--- src/design/rkd_pkg.sv ---
// Package for the RSA key derivation block: payload structs, datapath
// commands, controller states and shared constants.
// No dependencies.
package rkd_pkg;

  localparam int WORD_W     = 64;
  localparam int HALF_W     = 32;
  localparam int DIV_STEPS  = 64;
  localparam int DIV_CNT_W  = 7;
  localparam logic [HALF_W-1:0] E_RESET = 32'h0001_0001;

  typedef struct packed {
    logic [HALF_W-1:0] prime_p;
    logic [HALF_W-1:0] prime_q;
  } item_t;

  typedef struct packed {
    logic [WORD_W-1:0] modulus;
    logic [62:0]       private_exponent;
    logic [HALF_W-1:0] exponent_p;
    logic [HALF_W-1:0] exponent_q;
    logic [HALF_W-1:0] crt_coefficient;
    logic              modulus_full_width;
    logic              not_coprime;
    logic              input_error;
  } result_t;

  typedef enum logic [4:0] {
    OP_NONE,
    OP_LOAD,
    OP_MUL_N,
    OP_SET_N,
    OP_GCD_INIT,
    OP_GCD_DIV,
    OP_GCD_STEP,
    OP_LAM_DIV,
    OP_LAM_MUL,
    OP_SET_LAM,
    OP_INV1_INIT,
    OP_INV2_INIT,
    OP_INV_DIV,
    OP_INV_MUL,
    OP_INV_STEP,
    OP_FIX,
    OP_FIX_DIV,
    OP_FIX_REM,
    OP_SET_D,
    OP_EP_DIV,
    OP_SET_EP,
    OP_EQ_DIV,
    OP_SET_EQ,
    OP_SET_CO,
    OP_OUT
  } dp_op_t;

  typedef enum logic [4:0] {
    S_IDLE,
    S_CHECK,
    S_N_WAIT,
    S_GCD_INIT,
    S_GCD_TEST,
    S_GCD_DIVW,
    S_LAM_DIVW,
    S_LAM_MULW,
    S_INV1_INIT,
    S_INV_TEST,
    S_INV_DIVW,
    S_INV_MULW,
    S_FIX_TEST,
    S_FIX_DIVW,
    S_STORE,
    S_EP,
    S_EP_W,
    S_EQ,
    S_EQ_W,
    S_INV2_INIT,
    S_OUT
  } state_t;

  typedef struct packed {
    dp_op_t op;
  } dp_cmd_t;

  typedef struct packed {
    logic in_err;
    logic nr_zero;
    logic x_ge_m;
    logic div_busy;
    logic mul_busy;
  } dp_status_t;

endpackage

--- src/design/rkd_div.sv ---
// Restoring divider, one quotient bit per cycle.
// Depends on rkd_pkg.
module rkd_div (
  input  logic                       clk,
  input  logic                       rst,
  input  logic                       start,
  input  logic [rkd_pkg::WORD_W-1:0] dividend,
  input  logic [rkd_pkg::WORD_W-1:0] divisor,
  output logic [rkd_pkg::WORD_W-1:0] quotient,
  output logic [rkd_pkg::WORD_W-1:0] remainder,
  output logic                       busy
);

  logic [rkd_pkg::DIV_CNT_W-1:0] cnt;
  logic [rkd_pkg::WORD_W-1:0]    dvs;
  logic [rkd_pkg::WORD_W:0]      trial;
  logic                          fits;

  // shift the next dividend bit into the partial remainder
  assign trial = {remainder, quotient[rkd_pkg::WORD_W-1]};
  assign fits  = trial >= {1'b0, dvs};
  assign busy  = cnt != '0;

  // count down the steps
  always_ff @(posedge clk) begin
    if (rst) begin
      cnt <= '0;
    end else if (start) begin
      cnt <= rkd_pkg::DIV_CNT_W'(rkd_pkg::DIV_STEPS);
    end else if (busy) begin
      cnt <= cnt - 1'b1;
    end
  end

  // subtract where the divisor fits, record the quotient bit
  always_ff @(posedge clk) begin
    if (start) begin
      remainder <= '0;
      quotient  <= dividend;
      dvs       <= divisor;
    end else if (busy) begin
      if (fits) begin
        remainder <= rkd_pkg::WORD_W'(trial - {1'b0, dvs});
      end else begin
        remainder <= trial[rkd_pkg::WORD_W-1:0];
      end
      quotient <= {quotient[rkd_pkg::WORD_W-2:0], fits};
    end
  end

endmodule

--- src/design/rkd_mul.sv ---
// Shift-and-add multiplier, product modulo 2^64; stops once the multiplier
// bits run out, so a small multiplier finishes early.
// Depends on rkd_pkg.
module rkd_mul (
  input  logic                       clk,
  input  logic                       rst,
  input  logic                       start,
  input  logic [rkd_pkg::WORD_W-1:0] mcand,
  input  logic [rkd_pkg::WORD_W-1:0] mplier,
  output logic [rkd_pkg::WORD_W-1:0] product,
  output logic                       busy
);

  logic [rkd_pkg::WORD_W-1:0] cand;
  logic [rkd_pkg::WORD_W-1:0] rest;

  assign busy = rest != '0;

  // drain the multiplier bits
  always_ff @(posedge clk) begin
    if (rst) begin
      rest <= '0;
    end else if (start) begin
      rest <= mplier;
    end else if (busy) begin
      rest <= rest >> 1;
    end
  end

  // accumulate the shifted multiplicand
  always_ff @(posedge clk) begin
    if (start) begin
      product <= '0;
      cand    <= mcand;
    end else if (busy) begin
      if (rest[0]) begin
        product <= product + cand;
      end
      cand <= cand << 1;
    end
  end

endmodule

--- src/design/rkd_dp.sv ---
// Datapath: operand registers, the divider and multiplier, result register.
// Depends on rkd_pkg, rkd_div and rkd_mul.
module rkd_dp (
  input  logic                       clk,
  input  logic                       rst,
  input  rkd_pkg::dp_cmd_t           cmd,
  output rkd_pkg::dp_status_t        status,
  input  rkd_pkg::item_t             item,
  input  logic                       cfg_valid,
  input  logic [rkd_pkg::HALF_W-1:0] cfg_data,
  output logic                       done,
  output rkd_pkg::result_t           result
);

  logic [rkd_pkg::HALF_W-1:0] e;
  logic [rkd_pkg::HALF_W-1:0] p, q, pm1, qm1;
  logic [rkd_pkg::HALF_W-1:0] ep, eq, co;
  logic [rkd_pkg::WORD_W-1:0] n, m, r, nr, t, nt, x, d;
  logic                       steps_nz, par, bad, err;

  logic                       div_start, div_busy;
  logic [rkd_pkg::WORD_W-1:0] div_a, div_b, div_q, div_r;
  logic                       mul_start, mul_busy;
  logic [rkd_pkg::WORD_W-1:0] mul_a, mul_b, mul_p;

  rkd_div u_div (
    .clk(clk), .rst(rst), .start(div_start), .dividend(div_a), .divisor(div_b),
    .quotient(div_q), .remainder(div_r), .busy(div_busy)
  );

  rkd_mul u_mul (
    .clk(clk), .rst(rst), .start(mul_start), .mcand(mul_a), .mplier(mul_b),
    .product(mul_p), .busy(mul_busy)
  );

  // select unit operands for the command
  always_comb begin
    div_start = 1'b1;
    div_a     = r;
    div_b     = nr;
    case (cmd.op)
      rkd_pkg::OP_GCD_DIV, rkd_pkg::OP_INV_DIV: begin
        div_a = r;
        div_b = nr;
      end
      rkd_pkg::OP_LAM_DIV: begin
        div_a = {32'd0, pm1};
        div_b = r;
      end
      rkd_pkg::OP_FIX_DIV: begin
        div_a = x;
        div_b = m;
      end
      rkd_pkg::OP_EP_DIV: begin
        div_a = d;
        div_b = {32'd0, pm1};
      end
      rkd_pkg::OP_EQ_DIV: begin
        div_a = d;
        div_b = {32'd0, qm1};
      end
      default: div_start = 1'b0;
    endcase
  end

  always_comb begin
    mul_start = 1'b1;
    mul_a     = nt;
    mul_b     = div_q;
    case (cmd.op)
      rkd_pkg::OP_MUL_N: begin
        mul_a = {32'd0, p};
        mul_b = {32'd0, q};
      end
      rkd_pkg::OP_LAM_MUL: begin
        mul_a = {32'd0, qm1};
        mul_b = div_q;
      end
      rkd_pkg::OP_INV_MUL: begin
        mul_a = nt;
        mul_b = div_q;
      end
      default: mul_start = 1'b0;
    endcase
  end

  // hold the public exponent
  always_ff @(posedge clk) begin
    if (rst) begin
      e <= rkd_pkg::E_RESET;
    end else if (cfg_valid) begin
      e <= cfg_data;
    end
  end

  // result strobe
  always_ff @(posedge clk) begin
    if (rst) begin
      done <= 1'b0;
    end else begin
      done <= cmd.op == rkd_pkg::OP_OUT;
    end
  end

  // update operand registers per command
  always_ff @(posedge clk) begin
    case (cmd.op)
      rkd_pkg::OP_LOAD: begin
        p   <= item.prime_p;
        q   <= item.prime_q;
        pm1 <= item.prime_p - 1'b1;
        qm1 <= item.prime_q - 1'b1;
        err <= (item.prime_p < 32'd2) || (item.prime_q < 32'd2);
        bad <= 1'b0;
      end
      rkd_pkg::OP_SET_N:    n <= mul_p;
      rkd_pkg::OP_GCD_INIT: begin
        r  <= {32'd0, pm1};
        nr <= {32'd0, qm1};
      end
      rkd_pkg::OP_GCD_STEP: begin
        r  <= nr;
        nr <= div_r;
      end
      rkd_pkg::OP_SET_LAM:  m <= mul_p;
      rkd_pkg::OP_INV1_INIT: begin
        r        <= m;
        nr       <= {32'd0, e};
        t        <= '0;
        nt       <= 64'd1;
        steps_nz <= 1'b0;
        par      <= 1'b0;
      end
      rkd_pkg::OP_INV2_INIT: begin
        m        <= {32'd0, p};
        r        <= {32'd0, p};
        nr       <= {32'd0, q};
        t        <= '0;
        nt       <= 64'd1;
        steps_nz <= 1'b0;
        par      <= 1'b0;
      end
      rkd_pkg::OP_INV_STEP: begin
        r        <= nr;
        nr       <= div_r;
        t        <= nt;
        nt       <= t + mul_p;
        steps_nz <= 1'b1;
        par      <= ~par;
      end
      rkd_pkg::OP_FIX: begin
        // an even nonzero step count means a negative coefficient: wrap it
        x   <= (steps_nz && !par) ? m - t : t;
        bad <= bad | (r != 64'd1);
      end
      rkd_pkg::OP_FIX_REM: x  <= div_r;
      rkd_pkg::OP_SET_D:   d  <= x;
      rkd_pkg::OP_SET_EP:  ep <= div_r[rkd_pkg::HALF_W-1:0];
      rkd_pkg::OP_SET_EQ:  eq <= div_r[rkd_pkg::HALF_W-1:0];
      rkd_pkg::OP_SET_CO:  co <= x[rkd_pkg::HALF_W-1:0];
      rkd_pkg::OP_OUT: begin
        // a bad factor clears every field but the error flag
        if (err) begin
          result <= '{modulus: '0, private_exponent: '0, exponent_p: '0,
                      exponent_q: '0, crt_coefficient: '0,
                      modulus_full_width: 1'b0, not_coprime: 1'b0,
                      input_error: 1'b1};
        end else begin
          result <= '{modulus: n, private_exponent: d[62:0], exponent_p: ep,
                      exponent_q: eq, crt_coefficient: co,
                      modulus_full_width: n[rkd_pkg::WORD_W-1],
                      not_coprime: bad, input_error: 1'b0};
        end
      end
      default: ;
    endcase
  end

  assign status.in_err   = err;
  assign status.nr_zero  = nr == '0;
  assign status.x_ge_m   = x >= m;
  assign status.div_busy = div_busy;
  assign status.mul_busy = mul_busy;

`ifndef SYNTHESIS
  a_div_no_restart: assert property (@(posedge clk) disable iff (rst)
    !(div_start && div_busy)) else $error("division started while busy");
  a_mul_no_restart: assert property (@(posedge clk) disable iff (rst)
    !(mul_start && mul_busy)) else $error("multiply started while busy");
  a_done_single: assert property (@(posedge clk) disable iff (rst)
    done |=> !done) else $error("result strobe longer than one cycle");
`endif

endmodule

--- src/design/rkd_ctrl.sv ---
// Controller: sequences gcd, lcm, both inverses and the CRT reductions.
// Depends on rkd_pkg.
module rkd_ctrl (
  input  logic                clk,
  input  logic                rst,
  input  logic                start,
  output logic                busy,
  output rkd_pkg::dp_cmd_t    cmd,
  input  rkd_pkg::dp_status_t status
);

  rkd_pkg::state_t state, state_next;
  logic            phase, phase_next;

  assign busy = state != rkd_pkg::S_IDLE;

  // advance state
  always_ff @(posedge clk) begin
    if (rst) begin
      state <= rkd_pkg::S_IDLE;
      phase <= 1'b0;
    end else begin
      state <= state_next;
      phase <= phase_next;
    end
  end

  // next state
  always_comb begin
    state_next = state;
    phase_next = phase;
    case (state)
      rkd_pkg::S_IDLE:      if (start) state_next = rkd_pkg::S_CHECK;
      rkd_pkg::S_CHECK:
        state_next = status.in_err ? rkd_pkg::S_OUT : rkd_pkg::S_N_WAIT;
      rkd_pkg::S_N_WAIT:    if (!status.mul_busy) state_next = rkd_pkg::S_GCD_INIT;
      rkd_pkg::S_GCD_INIT:  state_next = rkd_pkg::S_GCD_TEST;
      rkd_pkg::S_GCD_TEST:
        state_next = status.nr_zero ? rkd_pkg::S_LAM_DIVW : rkd_pkg::S_GCD_DIVW;
      rkd_pkg::S_GCD_DIVW:  if (!status.div_busy) state_next = rkd_pkg::S_GCD_TEST;
      rkd_pkg::S_LAM_DIVW:  if (!status.div_busy) state_next = rkd_pkg::S_LAM_MULW;
      rkd_pkg::S_LAM_MULW:  if (!status.mul_busy) state_next = rkd_pkg::S_INV1_INIT;
      rkd_pkg::S_INV1_INIT: begin
        state_next = rkd_pkg::S_INV_TEST;
        phase_next = 1'b0;
      end
      rkd_pkg::S_INV_TEST:
        state_next = status.nr_zero ? rkd_pkg::S_FIX_TEST : rkd_pkg::S_INV_DIVW;
      rkd_pkg::S_INV_DIVW:  if (!status.div_busy) state_next = rkd_pkg::S_INV_MULW;
      rkd_pkg::S_INV_MULW:  if (!status.mul_busy) state_next = rkd_pkg::S_INV_TEST;
      rkd_pkg::S_FIX_TEST:
        state_next = status.x_ge_m ? rkd_pkg::S_FIX_DIVW : rkd_pkg::S_STORE;
      rkd_pkg::S_FIX_DIVW:  if (!status.div_busy) state_next = rkd_pkg::S_STORE;
      rkd_pkg::S_STORE:
        state_next = phase ? rkd_pkg::S_OUT : rkd_pkg::S_EP;
      rkd_pkg::S_EP:        state_next = rkd_pkg::S_EP_W;
      rkd_pkg::S_EP_W:      if (!status.div_busy) state_next = rkd_pkg::S_EQ;
      rkd_pkg::S_EQ:        state_next = rkd_pkg::S_EQ_W;
      rkd_pkg::S_EQ_W:      if (!status.div_busy) state_next = rkd_pkg::S_INV2_INIT;
      rkd_pkg::S_INV2_INIT: begin
        state_next = rkd_pkg::S_INV_TEST;
        phase_next = 1'b1;
      end
      rkd_pkg::S_OUT:       state_next = rkd_pkg::S_IDLE;
      default:              state_next = rkd_pkg::S_IDLE;
    endcase
  end

  // datapath commands
  always_comb begin
    cmd.op = rkd_pkg::OP_NONE;
    case (state)
      rkd_pkg::S_IDLE:      if (start) cmd.op = rkd_pkg::OP_LOAD;
      rkd_pkg::S_CHECK:     if (!status.in_err) cmd.op = rkd_pkg::OP_MUL_N;
      rkd_pkg::S_N_WAIT:    if (!status.mul_busy) cmd.op = rkd_pkg::OP_SET_N;
      rkd_pkg::S_GCD_INIT:  cmd.op = rkd_pkg::OP_GCD_INIT;
      rkd_pkg::S_GCD_TEST:
        cmd.op = status.nr_zero ? rkd_pkg::OP_LAM_DIV : rkd_pkg::OP_GCD_DIV;
      rkd_pkg::S_GCD_DIVW:  if (!status.div_busy) cmd.op = rkd_pkg::OP_GCD_STEP;
      rkd_pkg::S_LAM_DIVW:  if (!status.div_busy) cmd.op = rkd_pkg::OP_LAM_MUL;
      rkd_pkg::S_LAM_MULW:  if (!status.mul_busy) cmd.op = rkd_pkg::OP_SET_LAM;
      rkd_pkg::S_INV1_INIT: cmd.op = rkd_pkg::OP_INV1_INIT;
      rkd_pkg::S_INV_TEST:
        cmd.op = status.nr_zero ? rkd_pkg::OP_FIX : rkd_pkg::OP_INV_DIV;
      rkd_pkg::S_INV_DIVW:  if (!status.div_busy) cmd.op = rkd_pkg::OP_INV_MUL;
      rkd_pkg::S_INV_MULW:  if (!status.mul_busy) cmd.op = rkd_pkg::OP_INV_STEP;
      rkd_pkg::S_FIX_TEST:  if (status.x_ge_m) cmd.op = rkd_pkg::OP_FIX_DIV;
      rkd_pkg::S_FIX_DIVW:  if (!status.div_busy) cmd.op = rkd_pkg::OP_FIX_REM;
      rkd_pkg::S_STORE:
        cmd.op = phase ? rkd_pkg::OP_SET_CO : rkd_pkg::OP_SET_D;
      rkd_pkg::S_EP:        cmd.op = rkd_pkg::OP_EP_DIV;
      rkd_pkg::S_EP_W:      if (!status.div_busy) cmd.op = rkd_pkg::OP_SET_EP;
      rkd_pkg::S_EQ:        cmd.op = rkd_pkg::OP_EQ_DIV;
      rkd_pkg::S_EQ_W:      if (!status.div_busy) cmd.op = rkd_pkg::OP_SET_EQ;
      rkd_pkg::S_INV2_INIT: cmd.op = rkd_pkg::OP_INV2_INIT;
      rkd_pkg::S_OUT:       cmd.op = rkd_pkg::OP_OUT;
      default:              cmd.op = rkd_pkg::OP_NONE;
    endcase
  end

endmodule

--- src/design/rsa_key_derivation_64.sv ---
// Top level of the RSA key derivation block: controller plus datapath.
// Depends on rkd_pkg, rkd_ctrl and rkd_dp.
//
//  channel  signals                       transfer when
//  input    start, busy, item             start && !busy
//  result   done, result                  done (one cycle, no stall)
//  config   cfg_valid, cfg_ready, cfg_data cfg_valid && cfg_ready
//
// One item at a time; the gcd and inverse steps run on a single bit-serial
// divider shared by all steps.
// Synchronous active-high reset; the public exponent resets to 65537.
// The result strobe lasts one cycle and cannot be held off.
module rsa_key_derivation_64 (
  input  logic                       clk,
  input  logic                       rst,
  input  logic                       start,
  output logic                       busy,
  input  rkd_pkg::item_t             item,
  output logic                       done,
  output rkd_pkg::result_t           result,
  input  logic                       cfg_valid,
  output logic                       cfg_ready,
  input  logic [rkd_pkg::HALF_W-1:0] cfg_data
);

  rkd_pkg::dp_cmd_t    cmd;
  rkd_pkg::dp_status_t status;

  assign cfg_ready = 1'b1;

  rkd_ctrl u_ctrl (
    .clk(clk), .rst(rst), .start(start), .busy(busy), .cmd(cmd), .status(status)
  );

  rkd_dp u_dp (
    .clk(clk), .rst(rst), .cmd(cmd), .status(status), .item(item),
    .cfg_valid(cfg_valid), .cfg_data(cfg_data), .done(done), .result(result)
  );

endmodule

--- config.mk ---
export PLATFORM = sky130hd
export DESIGN_NAME = rsa_key_derivation_64
export DESIGN_NICKNAME = d
export VERILOG_FILES = /design/src/design/rkd_pkg.sv /design/src/design/rkd_div.sv /design/src/design/rkd_mul.sv /design/src/design/rkd_dp.sv /design/src/design/rkd_ctrl.sv /design/src/design/rsa_key_derivation_64.sv
export SDC_FILE = /design/constraint.sdc
export NUM_CORES = 2
export LEC_CHECK = 0
export BUFFER_PORTS_ARGS = -buffer_cell sky130_fd_sc_hd__buf_4
export CAP_MARGIN = 10
export CORE_MARGIN = 4
export CORE_UTILIZATION = 40
export CTS_BUF_LIST = sky130_fd_sc_hd__clkbuf_4
export CTS_CLUSTER_DIAMETER = 200
export DETAILED_ROUTE_END_ITERATION = 10
export PLACE_DENSITY = 0.63
export SYNTH_ARGS = -nofsm -noshare
export SYNTH_HDL_FRONTEND = slang
export SYNTH_SLANG_ARGS = --single-unit
--- constraint.sdc ---
create_clock -name clk -period 16.81 [get_ports clk]
set_input_delay 0.8405 -clock clk [delete_from_list [all_inputs] [get_ports clk]]
set_output_delay 0.8405 -clock clk [all_outputs]
set_load 0.02 [all_outputs]
---- After elaboration in Yosys (flattened, before gate mapping) ----
Index checks and enable logic that the tools add are counted.
cells by class
  bitwise gates (word level) .............. 2
  equal/unequal tests ..................... 55
  shift-type cells ........................ 0
  order comparisons ....................... 4
  $add $sub $neg .......................... 7
  divide/modulo/power cells ............... 0
  multipliers ............................. 0
  multiplexer cells ....................... 59
  reductions and logical operators ........ 25
operators with widths
  operator                 count
  $pmux W64 S4             3
  $pmux W64 S2             5
  $mux W64                 9
  $pmux W64 S3             1
  $add A64 B64 Y64         2
  $sub A64 B64 Y64         2
  $pmux W5 S21             1
  $pmux W5 S19             1
  $eq A5 B4 Y1 const B     16
  $mux W5                  16
  $eq A5 B5 Y1 const B     14
  $ge A65 B64 Y1           1
  $ge A64 B64 Y1           1
  $logic_not A64 Y1        1
  $lt A32 B2 Y1 const B    2
  $ne A64 B1 Y1 const B    1
  $reduce_bool A64 Y1      1
  $sub A32 B1 Y32 const B  2
  $eq A5 B3 Y1 const B     8
  $eq A5 B2 Y1 const B     4
  $ne A2 B2 Y1 const B     10
  $mux W4                  4
  $mux W7                  2
  $reduce_bool A2 Y1       7
  other kinds (20)         38
storage, ports and cells
  input bits .............................. 100
  word-level logic and storage cells ...... 191
  bits in writable memories ............... 0
  register bits after elaboration ......... 1,396
  bits in read-only memories .............. 0
  bits in latches ......................... 0
  output and inout bits ................... 229
  memories ................................ 0

---- Longest topological paths before layout ----
  word-level depth ........................ 7
  mapped depth ............................ 18

---- Cells and area by module ----
Synthesis repeated with hierarchy kept, for this count alone.
unflattened totals
  cell total of the unflattened synthesis .. 7,043
  area total of the unflattened synthesis .. 74,351.3 µm²
by module, submodules not included
  module                 sequential area each (µm²)  area each (µm²)  times used  cells each
  rkd_dp                 29,638.4                    50,546.0         1           4,479
  rkd_div                5,265.0                     11,880.1         1           1,275
  rkd_mul                4,484.3                     10,900.5         1           1,145
  rkd_ctrl               120.1                       1,013.5          1           142
  rsa_key_derivation_64  0.0                         11.3             1           2

---- Worst setup path after synthesis ----
No wires, ideal clock.
  kind .................................... register to register
  from .................................... register u_ctrl.state[2]
  to ...................................... register u_dp.m[0] (netlist bit) (enable)
  required time ........................... 16,381 ps
  stages on the path, launching flop included .. 8
  arrival ................................. 18,222 ps
  path slack .............................. -1,841 ps
  path buffers ............................ 2
  setup time .............................. 429 ps
  period minus slack after synthesis ...... 18,651 ps
  cell sequence ........................... dfxtp_1 > clkbuf_1 > clkbuf_1 > nand2_1 > nor3_1 > nor3_1 > o41ai_1 > and2_1
between the ends
  cells in the longest elaborated chain, start to end .. 4
ends and longest elaborated chain
  element                               RTL line        source
  start: declaration                    rkd_ctrl.sv:12  rkd_pkg::state_t state, state_next;
  start signal: assignment              rkd_ctrl.sv:20  state <= rkd_pkg::S_IDLE;
  start signal: assignment              rkd_ctrl.sv:23  state <= state_next;
  $eq A5 B5 Y1 (tied with other cells)  rkd_ctrl.sv:72  case (state)
  $pmux W5 S21 (*)                      rkd_ctrl.sv:72
  $eq A5 B4 Y1                          rkd_dp.sv:107   case (cmd.op)
  $reduce_bool A2 Y1 (no line) (*)      n/a
  end signal: assignment                rkd_dp.sv:125   rkd_pkg::OP_SET_LAM: m <= mul_p;
  end signal: assignment                rkd_dp.sv:135   m <= {32'd0, p};
  end: declaration                      rkd_dp.sv:18    logic [rkd_pkg::WORD_W-1:0] n, m, r, nr, t, nt, x, d;
Every way passes the cells marked *; elsewhere a longest branch is shown, timed or not.
A chain may end at the register's enable or synchronous reset.

---- Worst setup path after layout ----
  from .................................... register u_ctrl.state[2]
  to ...................................... register u_dp.u_div.quotient[34] (netlist bit) (enable)
between the ends
  cells in the longest elaborated chain, start to end .. 6
ends and longest elaborated chain
  element                               RTL line        source
  $eq A5 B5 Y1 (tied with other cells)  rkd_ctrl.sv:72
  $pmux W5 S21 (*)                      rkd_ctrl.sv:72
  $eq A5 B3 Y1 (tied with other cells)  rkd_dp.sv:41    case (cmd.op)
  $reduce_or A6 Y1 (no line) (*)        n/a
  $mux W1 (*)                           rkd_dp.sv:41
  $reduce_bool A2 Y1 (no line) (*)      n/a
  end signal: assignment                rkd_div.sv:39   quotient <= dividend;
  end signal: assignment                rkd_div.sv:47   quotient <= {quotient[rkd_pkg::WORD_W-2:0], fits};
  end: declaration                      rkd_div.sv:9    output logic [rkd_pkg::WORD_W-1:0] quotient,
Marked as above.

==> impl_metrics.yaml <==
synthesis:
  synth.largest_area_cell: "edfxtp_1"
  synthCells: 7038
  synth_warnings: 0
  synth_edf_count: 1157
  yosys-top-cells-area: "edfxtp_1, dfxtp_1, ha_1"
  synth_top_cell_area_share: 0.474
  synthArstFlopShare: 0
  syn_nets: 7463
  synth_cell_type_count: 111
  syn-cell-area_um2: 73400
  ys.flop_type: "edfxtp_1"
  ys_ff_latch: 1395
  synth_area_per_cell_um2: 10.4
  ys_seq_area_frac: 0.538
pwr:
  ir_drop_uv: 159
  leakagePower_nw: 33.0
  power_density_nw_per_um2: 170
critical_path:
  path_class: "flip-flop to flip-flop"
  worstPathCellList: "inv_1, nand2b_1, nor2_4, buf_4, nor2_1, nand2_4, nor4_1, nand2_2, and2_1, inv_4, nor2_1, inv_2, buf_4"
  critPathLaunchType: "flip-flop"
  crit_path_max_incr_delay_ps: 910
  cpLargestDelayFamily: "simple AND/OR/NAND/NOR gates"
  slowest_stage: "nor2_1"
  crit_required_ps: 17790
  path_buf_inv: 5
  cp_data_arrival_time_ps: 8470
  critPathCaptureType: "flip-flop"
  crit_fanout: 66
routing:
  wire_per_inst_um: 25.6
  first_pass_iters: 10
  initialDrtViolationCount: 7521
  routed_wl_um: 263000
  drc: 0
  vias: 59700
  ant_nets: 0
  vias_per_cell: 5.81
floorplan:
  die_w_um: 436
  rows: 156
  die_area_um2: 190000
  io_pins: 329
  die_h_um: 436
  core_region_area_um2: 182000
  initial_core_util: 0.404
sta:
  slew_violations: 0
  tightest_slew_ps: 1240
  slew_headroom: 0.171
  fmax_mhz: 133
  setup-violations-final: 0
  rsz0062_at_grt: "false"
  hold_violations: 0
  finClkSkew_ps: 175
  min_period_over_period: 0.446
  setup-tns-final_ps: 0
  layout_min_cycle_time_ps: 7490
clock_tree:
  clock-root-buffer: "clkbuf_4"
  numCtsBuffers: 393
  path_clk_slew_ps: 70
  cts.sinks: 1395
  clock_path_buffers: 4
  htree_levels: 5
  post_cts_buffers: 0
  tritoncts: "done"
  insertion_delay_ps: 1430
placed_design:
  gp_congestion: 0.980
  io_buffers: 327
  hpwl_um: 192000
global_route:
  grt_pass1_wl_um: 377000
  antenna_found_initial: 13
  grt_use_total: 0.266
  grt_pass1_vias: 56300
  grt_start_max_net_pins: 197
  grt-ovfl-total: 0
status:
  outcome: "finished clean"
final_layout:
  syn_to_final_growth_pct: 15.1
  regMostFlops: "u_dp.result"
  finalNetCount: 8017
  largest_reg_flops: 225
  fill_cells: 17100
  layout-drive-gt1-share: 0.145
  post-route-util: 0.465
job:
  drv_cap: 0
min_path:
  hold_class: "input port to flip-flop"
[cell usage in the layout, fill, tap and decap left out, types with 15 or more instances in the layout]
cell type	netlist	layout
clkbuf_4	1	588
o21ai_0	353	353
nor2b_1	285	284
clkinv_1	0	76
o31ai_1	16	16
and3_1	22	21
edfxtp_1	1157	1157
xor2_1	118	118
nor2_1	700	690
clkinv_2	0	16
nand2b_1	48	47
o21bai_1	42	42
a22oi_1	120	120
a31oi_1	139	139
nand4_1	78	78
o21ai_1	48	48
diode_2	0	15
dfxtp_1	238	237
a222oi_1	65	65
or3_1	20	18
nor3_1	106	100
nor4_1	79	77
a221o_1	46	46
a211oi_1	52	52
mux2i_1	84	84
nand2_1	670	665
ha_1	321	321
xnor2_1	169	169
o211ai_1	16	16
o21a_1	36	35
a21oi_1	608	608
buf_4	14	399
and2_1	121	120
nand3_1	83	82
dlygate4sd3_1	0	160
a21o_1	206	206
a311oi_1	40	40
inv_1	313	311
[metal layers]
| metal | global-route usage | vias up | share of wire |
|---|---|---|---|
| met3 | 0.0695 | 565 | 0.11 |
| met1 | 0.384 | 28600 | 0.43 |
| met2 | 0.364 | 3209 | 0.40 |
| met5 | 0 | - | 0.00019 |
| met4 | 0.135 | 8 | 0.054 |
| li1 | - | 27300 | - |
[logic make-up (layout without fill, tap and decap cells)]
group / Yosys count / in the layout / share of synthesized area
AO/OA/AOI/OAI: 1947 / 1947 / 0.172
XOR/XNOR: 287 / 287 / 0.0343
adder cells (fa/ha/maj): 325 / 325 / 0.0558
buffers and inverters: 716 / 1567 / 0.0407
flip-flops: 1395 / 1395 / 0.538
multiplexers: 86 / 86 / 0.0118
other: 1 / 16 / 0.0000511
AND/OR/NAND/NOR: 2281 / 2281 / 0.147
[power breakdown]
part	total (mW)	internal (mW)	switching, mW
clock network	3.22	1.71	1.50
registers	5.57	4.72	0.847
logic	5.53	1.99	3.54
total	14.3	8.42	5.89
[through the flow]
step	worst slack (ps)	hold WS [ps]	std cells	instance area (um^2)	power, mW
global route	8890	168	10300	84400	15.2
finish	9320	244	10300	84500	14.3
detailed placement	9450	443	9407	77800	10.9
floorplan	4830	432	7038	73400	9.14
global placement	9570	443	9407	77800	10.9
CTS	9440	93.2	10300	84400	14.2
[area by class of cell]
type	count	area [um^2]	share of cell area
Clock inverter	104	633	0.00750
Sequential cell	1395	39500	0.468
Antenna cell	15	37.5	0.000444
Clock buffer	588	4410	0.0523
Tap cell	2370	2970	0.0351
Timing Repair Buffer	561	4640	0.0549
Multi-Input combinational cell	4927	31100	0.368
Inverter	314	1180	0.0140
[cells in the mapped netlist, types with 20 or more instances]
library cell,instances
dfxtp_1,238
nor3_1,106
a22oi_1,120
a211oi_1,52
o21ai_1,48
a222oi_1,65
xor2_1,118
a311oi_1,40
mux2i_1,84
and3_1,22
xnor2_1,169
nor2b_1,285
clkbuf_1,314
nor4_1,79
a21o_1,206
a31oi_1,139
or3_1,20
o21bai_1,42
a21oi_1,608
nor2_1,700
nand3_1,83
o21ai_0,353
edfxtp_1,1157
nand2b_1,48
ha_1,321
a221o_1,46
nand2_1,670
nand4_1,78
o21a_1,36
and2_1,121
buf_2,41
inv_1,313
[final timing paths]
kind / slack, ps / to / cells past startpoint / startpoint
max reg2reg: 9320 / u_dp.u_div.quotient[34] / 13 / u_ctrl.state[2]
min reg2reg: 420 / u_dp.u_mul.rest[42] / 2 / u_dp.u_mul.rest[43]
min: 240 / u_dp.p[6] / 2 / item[38]
max: 9320 / u_dp.u_div.quotient[34] / 13 / u_ctrl.state[2]
[repair_timing]
action,in CTS,in global routing
gates resized for setup,0,0
hold endpoints to repair,179,0
hold buffers,160,0
[worst register-to-register path, stage by stage (launching register included)]
cell and delay, ps:
dfxtp_1 740, inv_1 260, nand2b_1 330, nor2_4 40, buf_4 350, nor2_1 970
nand2_4 740, nor4_1 770, nand2_2 760, and2_1 530, inv_4 380, nor2_1 190
inv_2 400, buf_4 620
Power figures use the tool's default switching activity.
